### src/hw/rtl/usi_pkg.sv
`timescale 1ns / 1ps
`default_nettype none

package usi_pkg;

    typedef enum logic [2:0] {
        FN_TICK  = 3'd0,
        FN_READ  = 3'd1,
        FN_WRITE = 3'd2,
        FN_TIMER = 3'd3,
        FN_ACK   = 3'd4
    } t_func;

    typedef enum logic [1:0] {
        REG_CTRL = 2'd0,
        REG_STAT = 2'd1,
        REG_DATA = 2'd2,
        REG_BUF  = 2'd3
    } t_reg;

    localparam logic [1:0] CS_EXT   = 2'd0;
    localparam logic [1:0] CS_EXTSW = 2'd1;
    localparam logic [1:0] CS_TMR   = 2'd2;
    localparam logic [1:0] CS_SW    = 2'd3;

    // control bit positions
    localparam int CB_SIE = 5;
    localparam int CB_OIE = 4;

    // status flag positions
    localparam int SF_START = 3;
    localparam int SF_OVF   = 2;
    localparam int SF_STOP  = 1;
    localparam int SF_COLL  = 0;

    typedef struct packed {
        logic [5:0] ctrl;
        logic [3:0] flags;
        logic [3:0] count;
        logic [7:0] data;
        logic       last_sda;
        logic       last_scl;
    } t_state;

    typedef struct packed {
        logic [7:0] read_data;
        logic       data_out;
        logic       data_out_drive;
        logic       scl_toggle;
        logic       irq_request;
        logic       irq_source;
    } t_result;

endpackage

`default_nettype wire

### src/hw/rtl/usi_exec.sv
`timescale 1ns / 1ps
`default_nettype none

module usi_exec import usi_pkg::*; #(
    parameter int PENDING_MAX = 8,
    parameter int PW          = 4
) (
    input  t_state          i_state,
    input  logic [PW-1:0]   i_wait,
    input  logic [2:0]      i_func,
    input  logic [1:0]      i_reg_sel,
    input  logic [7:0]      i_write_data,
    input  logic            i_sda_level,
    input  logic            i_scl_level,
    output t_state          o_state,
    output logic [PW-1:0]   o_wait,
    output t_result         o_res
);

    t_state      s;
    t_state      t;
    logic [1:0]  cs;
    logic [1:0]  ncs;
    logic [3:0]  n_shift;
    logic        toggle;
    logic [7:0]  rd;
    logic [15:0] ext;
    logic [7:0]  mask;
    logic [4:0]  cnt5;
    logic        tw_new;
    logic        start_act;
    logic        ovf_act;

    always_comb begin
        s       = i_state;
        cs      = s.ctrl[1:0];
        ncs     = i_write_data[3:2];
        n_shift = 4'd0;
        toggle  = 1'b0;
        rd      = 8'h00;
        o_wait  = i_wait;
        case (t_func'(i_func))
            FN_TICK: begin
                if ((|s.ctrl[3:2]) && s.last_scl && i_scl_level) begin
                    if (s.last_sda && !i_sda_level) begin
                        s.flags[SF_START] = 1'b1;
                        s.flags[SF_STOP]  = 1'b0;
                        s.flags[SF_COLL]  = 1'b0;
                    end
                    if (!s.last_sda && i_sda_level) begin
                        s.flags[SF_STOP] = 1'b1;
                    end
                end
                if ((cs == CS_EXT || cs == CS_EXTSW) && !s.last_scl && i_scl_level) begin
                    n_shift = 4'd1;
                end else if (cs == CS_TMR && i_wait != '0) begin
                    n_shift = 4'(i_wait);
                    o_wait  = '0;
                end
                s.last_sda = i_sda_level;
                s.last_scl = i_scl_level;
            end
            FN_READ: begin
                unique case (t_reg'(i_reg_sel))
                    REG_CTRL: rd = {s.ctrl, 2'b00};
                    REG_STAT: rd = {s.flags, s.count};
                    REG_DATA: rd = s.data;
                    REG_BUF:  rd = 8'h00;
                    default:  rd = 8'h00;
                endcase
            end
            FN_WRITE: begin
                unique case (t_reg'(i_reg_sel))
                    REG_CTRL: begin
                        s.ctrl = i_write_data[7:2];
                        if (i_write_data[1] && (ncs == CS_EXTSW || ncs == CS_SW)) begin
                            n_shift = n_shift + 4'd1;
                        end
                        if (i_write_data[0]) begin
                            toggle = 1'b1;
                            if (ncs == CS_EXT || ncs == CS_EXTSW) begin
                                n_shift = n_shift + 4'd1;
                            end
                        end
                    end
                    REG_STAT: begin
                        s.flags = s.flags & ~i_write_data[7:4];
                        s.count = i_write_data[3:0];
                        if (i_write_data[3:0] != 4'd0) begin
                            s.flags[SF_START] = 1'b0;
                        end
                    end
                    REG_DATA: s.data = i_write_data;
                    REG_BUF:  ;
                    default:  ;
                endcase
            end
            FN_TIMER: begin
                if (cs == CS_TMR && 32'(i_wait) < PENDING_MAX) begin
                    o_wait = i_wait + PW'(1);
                end
            end
            FN_ACK: begin
                if (s.ctrl[CB_SIE] && s.flags[SF_START]) begin
                    s.flags[SF_START] = 1'b0;
                end else if (s.ctrl[CB_OIE] && s.flags[SF_OVF]) begin
                    s.flags[SF_OVF] = 1'b0;
                end
            end
            default: ;
        endcase

        // closed-form shift by n_shift bits, all taking in sda
        t      = s;
        tw_new = |s.ctrl[3:2];
        ext    = {s.data, {8{i_sda_level}}} << n_shift;
        mask   = ~(8'hFF >> n_shift);
        cnt5   = {1'b0, s.count} + {1'b0, n_shift};
        if (n_shift != 4'd0) begin
            if (tw_new && !i_sda_level && ((s.data & mask) != 8'h00)) begin
                t.flags[SF_COLL] = 1'b1;
            end
            if (cnt5[4]) begin
                t.flags[SF_OVF] = 1'b1;
            end
            t.data  = ext[15:8];
            t.count = cnt5[3:0];
        end

        start_act = t.ctrl[CB_SIE] && t.flags[SF_START];
        ovf_act   = t.ctrl[CB_OIE] && t.flags[SF_OVF];

        o_state                = t;
        o_res.read_data        = rd;
        o_res.data_out         = t.data[7];
        o_res.data_out_drive   = ~(|t.ctrl[3:2]);
        o_res.scl_toggle       = toggle;
        o_res.irq_request      = start_act || ovf_act;
        o_res.irq_source       = !start_act && ovf_act;
    end

endmodule

`default_nettype wire

### src/hw/rtl/usi_serial_shift_interface_unit.sv
`timescale 1ns / 1ps
`default_nettype none

// USI shift block. Every accepted word (tick, register read or write, timer0 event or
// interrupt acknowledge) gives exactly one result word. A word is held in the input
// register, is executed against the shift/counter/flag state in one combinational
// pass and lands in the result register, which is loaded only while the output is not
// stalled; one word per cycle is sustained while the output is not stalled.
// Timer0 shifts queue up to PENDING_MAX and are applied together on the next tick.
module usi_serial_shift_interface_unit import usi_pkg::*; #(
    parameter int PENDING_MAX = 8
) (
    input  logic       i_clk,
    input  logic       i_rst_n,
    input  logic       i_in_valid,
    output logic       o_in_stall,
    input  logic [2:0] i_func,
    input  logic [1:0] i_reg_sel,
    input  logic [7:0] i_write_data,
    input  logic       i_sda_level,
    input  logic       i_scl_level,
    output logic       o_out_valid,
    input  logic       i_out_stall,
    output logic [7:0] o_read_data,
    output logic       o_data_out,
    output logic       o_data_out_drive,
    output logic       o_scl_toggle,
    output logic       o_irq_request,
    output logic       o_irq_source
);

    localparam int PW = $clog2(PENDING_MAX + 1);

    logic          r_in_valid;
    logic [2:0]    r_func;
    logic [1:0]    r_reg_sel;
    logic [7:0]    r_write_data;
    logic          r_sda_level;
    logic          r_scl_level;
    t_state        r_state;
    logic [PW-1:0] r_wait;
    logic          r_out_valid;
    t_result       r_res;

    t_state        n_state;
    logic [PW-1:0] n_wait;
    t_result       n_res;
    logic          w_adv;

    assign w_adv      = !r_out_valid || !i_out_stall;
    assign o_in_stall = r_in_valid && !w_adv;

    usi_exec #(
        .PENDING_MAX (PENDING_MAX),
        .PW          (PW)
    ) u_exec (
        .i_state      (r_state),
        .i_wait       (r_wait),
        .i_func       (r_func),
        .i_reg_sel    (r_reg_sel),
        .i_write_data (r_write_data),
        .i_sda_level  (r_sda_level),
        .i_scl_level  (r_scl_level),
        .o_state      (n_state),
        .o_wait       (n_wait),
        .o_res        (n_res)
    );

    always_ff @(posedge i_clk) begin
        if (!o_in_stall) begin
            r_func       <= i_func;
            r_reg_sel    <= i_reg_sel;
            r_write_data <= i_write_data;
            r_sda_level  <= i_sda_level;
            r_scl_level  <= i_scl_level;
        end
        if (w_adv && r_in_valid) begin
            r_res <= n_res;
        end
        if (!i_rst_n) begin
            r_in_valid  <= 1'b0;
            r_out_valid <= 1'b0;
            r_state     <= '0;
            r_wait      <= '0;
        end else begin
            if (!o_in_stall) begin
                r_in_valid <= i_in_valid;
            end
            if (w_adv) begin
                r_out_valid <= r_in_valid;
                if (r_in_valid) begin
                    r_state <= n_state;
                    r_wait  <= n_wait;
                end
            end
        end
    end

    assign o_out_valid      = r_out_valid;
    assign o_read_data      = r_res.read_data;
    assign o_data_out       = r_res.data_out;
    assign o_data_out_drive = r_res.data_out_drive;
    assign o_scl_toggle     = r_res.scl_toggle;
    assign o_irq_request    = r_res.irq_request;
    assign o_irq_source     = r_res.irq_source;

endmodule

`default_nettype wire

### config.mk
export PLATFORM = sky130hd
export DESIGN_NAME = usi_serial_shift_interface_unit
export DESIGN_NICKNAME = d
export VERILOG_FILES = /design/src/hw/rtl/usi_pkg.sv /design/src/hw/rtl/usi_exec.sv /design/src/hw/rtl/usi_serial_shift_interface_unit.sv
export SDC_FILE = /design/constraint.sdc
export NUM_CORES = 1
export LEC_CHECK = 0
export ABC_AREA = 1
export BUFFER_PORTS_ARGS = -buffer_cell sky130_fd_sc_hd__buf_2
export CELL_PAD_IN_SITES_DETAIL_PLACEMENT = 1
export CELL_PAD_IN_SITES_GLOBAL_PLACEMENT = 1
export CORE_ASPECT_RATIO = 2
export CORE_MARGIN = 10
export CORE_UTILIZATION = 30
export CTS_CLUSTER_SIZE = 20
export DETAILED_ROUTE_END_ITERATION = 16
export GPL_TIMING_DRIVEN = 0
export PLACE_DENSITY = 0.64
export SLEW_MARGIN = 20
export SYNTH_ARGS = -nofsm -noshare
export SYNTH_HDL_FRONTEND = slang
export SYNTH_SLANG_ARGS = --single-unit
### constraint.sdc
create_clock -name i_clk -period 3.5 [get_ports i_clk]
set_clock_uncertainty 0.15 [all_clocks]
set_input_delay 0.35 -clock i_clk [delete_from_list [all_inputs] [get_ports i_clk]]
set_output_delay 0.35 -clock i_clk [all_outputs]
set_load 0.02 [all_outputs]
* Word level (Yosys, flattened, before mapping) *
Index checks and enable logic that the tools add are counted.

storage, ports and cells
  output and inout port bits = 15
  word-level logic and storage cells = 134
  flip-flop bits (word level) = 58
  bits of input ports = 19

cells by class
  shift-type cells = 2
  order comparisons = 1
  bitwise operators = 5
  reduce and logical (&&, ||, !) cells = 48
  $add $sub $neg = 3
  mux-type cells = 36
  equality and inequality tests = 17

operators by type and width
  cell                                                    number
  two-way mux 4 bit                                       10
  one-hot mux 8 bit (4 select lines)                      1
  logical AND 1 bit                                       18
  two-way mux 8 bit                                       2
  one-hot mux 4 bit (2 select lines)                      2
  << shifter 16 x 4 -> 16 bit                             1
  two-way mux 13 bit                                      1
  two-way mux 1 bit                                       12
  two-way mux 12 bit                                      1
  two-way mux 6 bit                                       2
  AND reduction 6 bit                                     2
  nonzero test 4 bit                                      3
  adder 4 x 1 -> 4 bit (second input constant)            2
  AND 8 bit                                               1
  == test 2 bit (second input constant)                   4
  inverter 8 bit                                          1
  nonzero test 8 bit                                      1
  right shift 8 x 4 -> 8 bit (first input constant)       1
  logical NOT 1 bit                                       7
  == test 2 x 1 -> 1 bit (second input constant)          3
  == test 3 x 2 -> 1 bit (second input constant)          2
  logical NOT 2 bit                                       3
  inequality test 2 x 1 -> 1 bit (second input constant)  3
  adder 4 x 4 -> 5 bit                                    1
  other kinds (19)                                        28

* Logic depth before layout (Yosys ltp) *
  word-level depth = 18
  mapped depth = 16
  depth with buffers taken out = 15

* Modules after synthesis *
Synthesis repeated with hierarchy kept, for this count alone.

unflattened totals
  cell total of the unflattened synthesis = 559
  area total of the unflattened synthesis = 3,892.5 µm²

modules (own cells, without submodules)
  module                           seq. area each (µm²)  times used  cells an instance  area an instance (µm²)
  usi_serial_shift_interface_unit  1,441.4               1           222                2,229.6
  usi_exec                         0.0                   1           337                1,662.8

* Worst setup path before layout *
No wires, ideal clock.

  path type = flip-flop to flip-flop
  from = register r_write_data[1]
  to = register r_res, in the netlist o_irq_request (data pin)
  buffers on the path = 1
  required time = 3.083 ns
  path slack = 0.635 ns
  data arrival time = 2.447 ns
  library setup time = 0.267 ns
  period minus slack after synthesis = 2.865 ns
  stages on the path, launching flop included = 17
  cell sequence = edfxtp_1 > nand2_1 > inv_1 > ha_1 > o21ai_0 > inv_1 > nand2_2 > nand2_4 > buf_6 > ha_1 > fa_1 > nand2_1 > nand2_1 > a21oi_1 > o21ai_0 > o211ai_1 > o21ai_0

RTL lines
  what                    RTL line                               text
  start, declared         usi_serial_shift_interface_unit.sv:37  logic [7:0] r_write_data;
  start signal, assigned  usi_serial_shift_interface_unit.sv:73  r_write_data <= i_write_data;
  end signal, assigned    usi_serial_shift_interface_unit.sv:78  r_res <= n_res;
  end, declared           usi_serial_shift_interface_unit.sv:43  t_result r_res;

==> results by group <==
Yosys
  – Synth area leaders: edfxtp_1 (24%), dfxtp_1 (17%), nand2_1 (15%)
  – Area share of the largest cell type after synthesis: 0.238
  – Yosys warns: 0
  – Syn nets: 520
  – Post-synth ARST share: 0
  – Cell taking the most area after synthesis: edfxtp_1
  – EDFF count, synth: 28
  – Mean Syn Cell Area: 7.16 um^2
  – Most numerous cell in the Yosys netlist: nand2_1
  – #FFs+latches synth: 58
  – Post-synthesis sequential area ratio: 0.408
  – Top_reg_cell synth: dfxtp_1
  – Syn Inst Count: between 400 and 500
  – Top cells by count, synth: nand2_1 (140), inv_1 (60), a21oi_1 (41), nor2_1 (41), nand3_1 (37)
  – Yosys cell types: 41
  – Cell Area, Synth: roughly 3500 um^2

Power
  – LEAKAGE: between 1.5 and 2 nW
  – Seq pwr share: 0.403
  – Clk network pwr share: 0.495
  – Power Dens Cells: around 440 nW/um^2
  – Switching Fraction: 0.246
  – Peak VDD IR: 0.417 mV
  – Comb pwr share: 0.102
  – NetSw: 0.461 mW
  – Int Pwr: about 1.4 mW

Routing
  – WL/cell: about 19 um
  – Antenna Nets Post-Route: 0
  – DRC: 0
  – First-pass DRT Iterations: 4
  – Avg Vias per Cell: 5.01
  – DR vias: 3,449
  – DRT Wirelength: 12.8 mm
  – Drt initial violations: 166

Final layout
  – Final #Nets: 566
  – Share of layout cells above drive strength 1: 0.165
  – Layout Utilization: 0.363
  – Area grow syn2layout: 19.6%
  – Fin area: 4230 um^2
  – N_diodes: 0
  – Number of fill cells: 1,529

Timing
  – Pins over their slew limit: 0
  – Hold WS: 0.0406 ns
  – Post-route minimum period: 3.30 ns
  – Final hold vios: 0
  – Unrepaired setup endpoints after global routing: false
  – Final setup fails: 0
  – Part of the cycle the worst path needs: 0.944
  – Slew headroom: 0.491
  – Setup ws final: between 0.15 and 0.2 ns
  – Max Freq: 0.303 GHz
  – Slew @ Worst Pin: roughly 0.76 ns

Outcome
  – Outcome: complete, no violations

Worst setup path
  – Crit path launch type: register
  – Crit-path slowest cell: edfxtp_1
  – Crit path largest cell delay: 0.42 ns
  – CP Cell Sequence: nand2_1 -> inv_1 -> ha_1 -> o21ai_0 -> inv_1 -> nand2_4 -> nand2_4 -> buf_6 -> ha_1 -> fa_1 -> nand2_1 -> nand2_1 -> a21oi_2 -> o21ai_1 -> o211ai_1 -> o21ai_0
  – CP Capture Type: register
  – Critical Path Fanout Max: 10
  – CP required: approximately 3.4 ns
  – CP arrival: 3.22 ns
  – Setup CP Type: reg2reg
  – CP delay by family, top: adder cells
  – WP buf/inv: 3
  – Most used cell, CP: nand2_1

Floorplanning
  – Core area: 11,600 um^2
  – Site row count: 56
  – Die Y-Extent: 173 um
  – Io pins: 34
  – Starting Density: 0.304
  – Die W: 96.7 um
  – DIE AREA: about 17,000 um^2

Placement
  – Post-Place Setup Slack: -0.113 ns
  – DP Area: 3900 um^2
  – RePlAce Congestion: 0.886
  – HPWL Detailed: 10.6 mm
  – Port Buffers: 33

Global routing
  – Largest net degree at the start of global routing: 16
  – Initial antenna violation count: 0
  – GRT Util Overall: 0.153
  – First-pass GRT wire length: approximately 20 mm
  – GRT overflow: 0
  – Vias in the first global route: 3,675

CTS
  – CTS Hold Bufs: 0
  – CTS tree: done
  – Skew-Pair Late Insertion Delay: approximately 0.33 ns
  – Longest Clk Path Bufs: 2
  – H-tree levels: 3
  – Root buf cell: clkbuf_16
  – CTS buffer count: 9
  – Reg clk slew, reported paths: 0.05 ns
  – Num Clock Sinks: 58

Flow run
  – # Max-Cap Violations: 0

Worst hold path
  – Hold WC Path Type: in2reg
## layout by cell type (no fill, tap or decap), types with 2 or more instances in the layout
cell,count
bufinv_16,2
nor4_1,2
nor2_2,4
nand2_4,2
buf_2,35
nor2_1,39
edfxtp_1,28
ha_1,7
clkbuf_16,9
nand3_4,2
o22ai_1,4
inv_2,12
clkinv_1,2
nor2_4,5
a21oi_1,40
nor3_1,4
nand3_2,2
nand2_2,5
o21ai_0,32
nand3_1,37
inv_1,60
o21ai_1,7
buf_4,3
dfxtp_1,30
clkbuf_1,5
nand4_1,3
nand2_1,140
o211ai_1,3
## stage by stage
stage / cells / setup TNS [ns] / total power, mW
floorplan: 493 / 0 / 0.881
global placement: 671 / -0.0199 / 0.950
detailed placement: 672 / -0.153 / 0.957
CTS: 688 / 0 / 1.89
global route: 689 / 0 / 1.95
finish: 689 / 0 / 1.87
## final cells by class
cell class	instances	area, um^2	area share
Multi-Input combinational cell	354	1780	0.422
Sequential cell	58	1440	0.341
Inverter	72	270	0.0640
Clock buffer	10	229	0.0542
Timing Repair Buffer	35	188	0.0444
Tap cell	145	181	0.0429
Clock inverter	6	81.3	0.0192
Buffer	9	51.3	0.0121
## registers in the layout, summed over array words and instances (netlist names)
signal and flops:
o_data_out_drive 1, r_scl_level 1, o_read_data 8, o_out_valid 1
r_state 24, r_wait 4, r_reg_sel 2, o_data_out 1
r_in_valid 1, r_sda_level 1, o_scl_toggle 1, r_write_data 8
r_func 3, o_irq_request 1, o_irq_source 1
## power groups by stage
stage               clock [mW]  sequential (mW)  combinational (mW)
floorplan                    0            0.771               0.110
global placement             0            0.768               0.182
detailed placement           0            0.768               0.189
CTS                      0.948            0.755               0.190
global route             0.978            0.757               0.212
finish                   0.926            0.754               0.190
## routing by layer
layer  routed length (um)  global-route usage  vias up
li1                     -                   -     1706
met3                  264              0.0232       35
met4                  720               0.103        0
met1                 4500               0.137     1648
met5                    0                   0        -
met2                 7360               0.299       60
## path summary, 6_finish.rpt
path / startpoint / to / slack, ns / cells after the start
worst max-delay path: r_write_data[2]$_DFFE_PN_ / o_irq_request$_DFFE_PP_ / 0.20 / 16
worst max register to register: r_write_data[2]$_DFFE_PN_ / o_irq_request$_DFFE_PP_ / 0.20 / 16
worst min-delay path: i_reg_sel[1] / r_reg_sel[1]$_DFFE_PN_ / 0.04 / 1
worst min register to register: r_state[8]$_SDFFE_PN0P_ / r_state[8]$_SDFFE_PN0P_ / 0.32 / 2
## kinds of logic after synthesis
logic type,Yosys count,share of synthesized area
fa+ha+maj,8,0.0305
simple gates,249,0.321
xor+xnor,2,0.00496
compound gates,95,0.145
buf+inv,81,0.0910
flops,58,0.408
## timing repair
| item | CTS | global route |
|---|---|---|
| resized for setup | 2 | 3 |
| setup buffers | 0 | 1 |
| setup endpoints to repair | 2 | 2 |
| pin swaps | 0 | 0 |
Note: power is estimated with default switching activity, not from simulation.
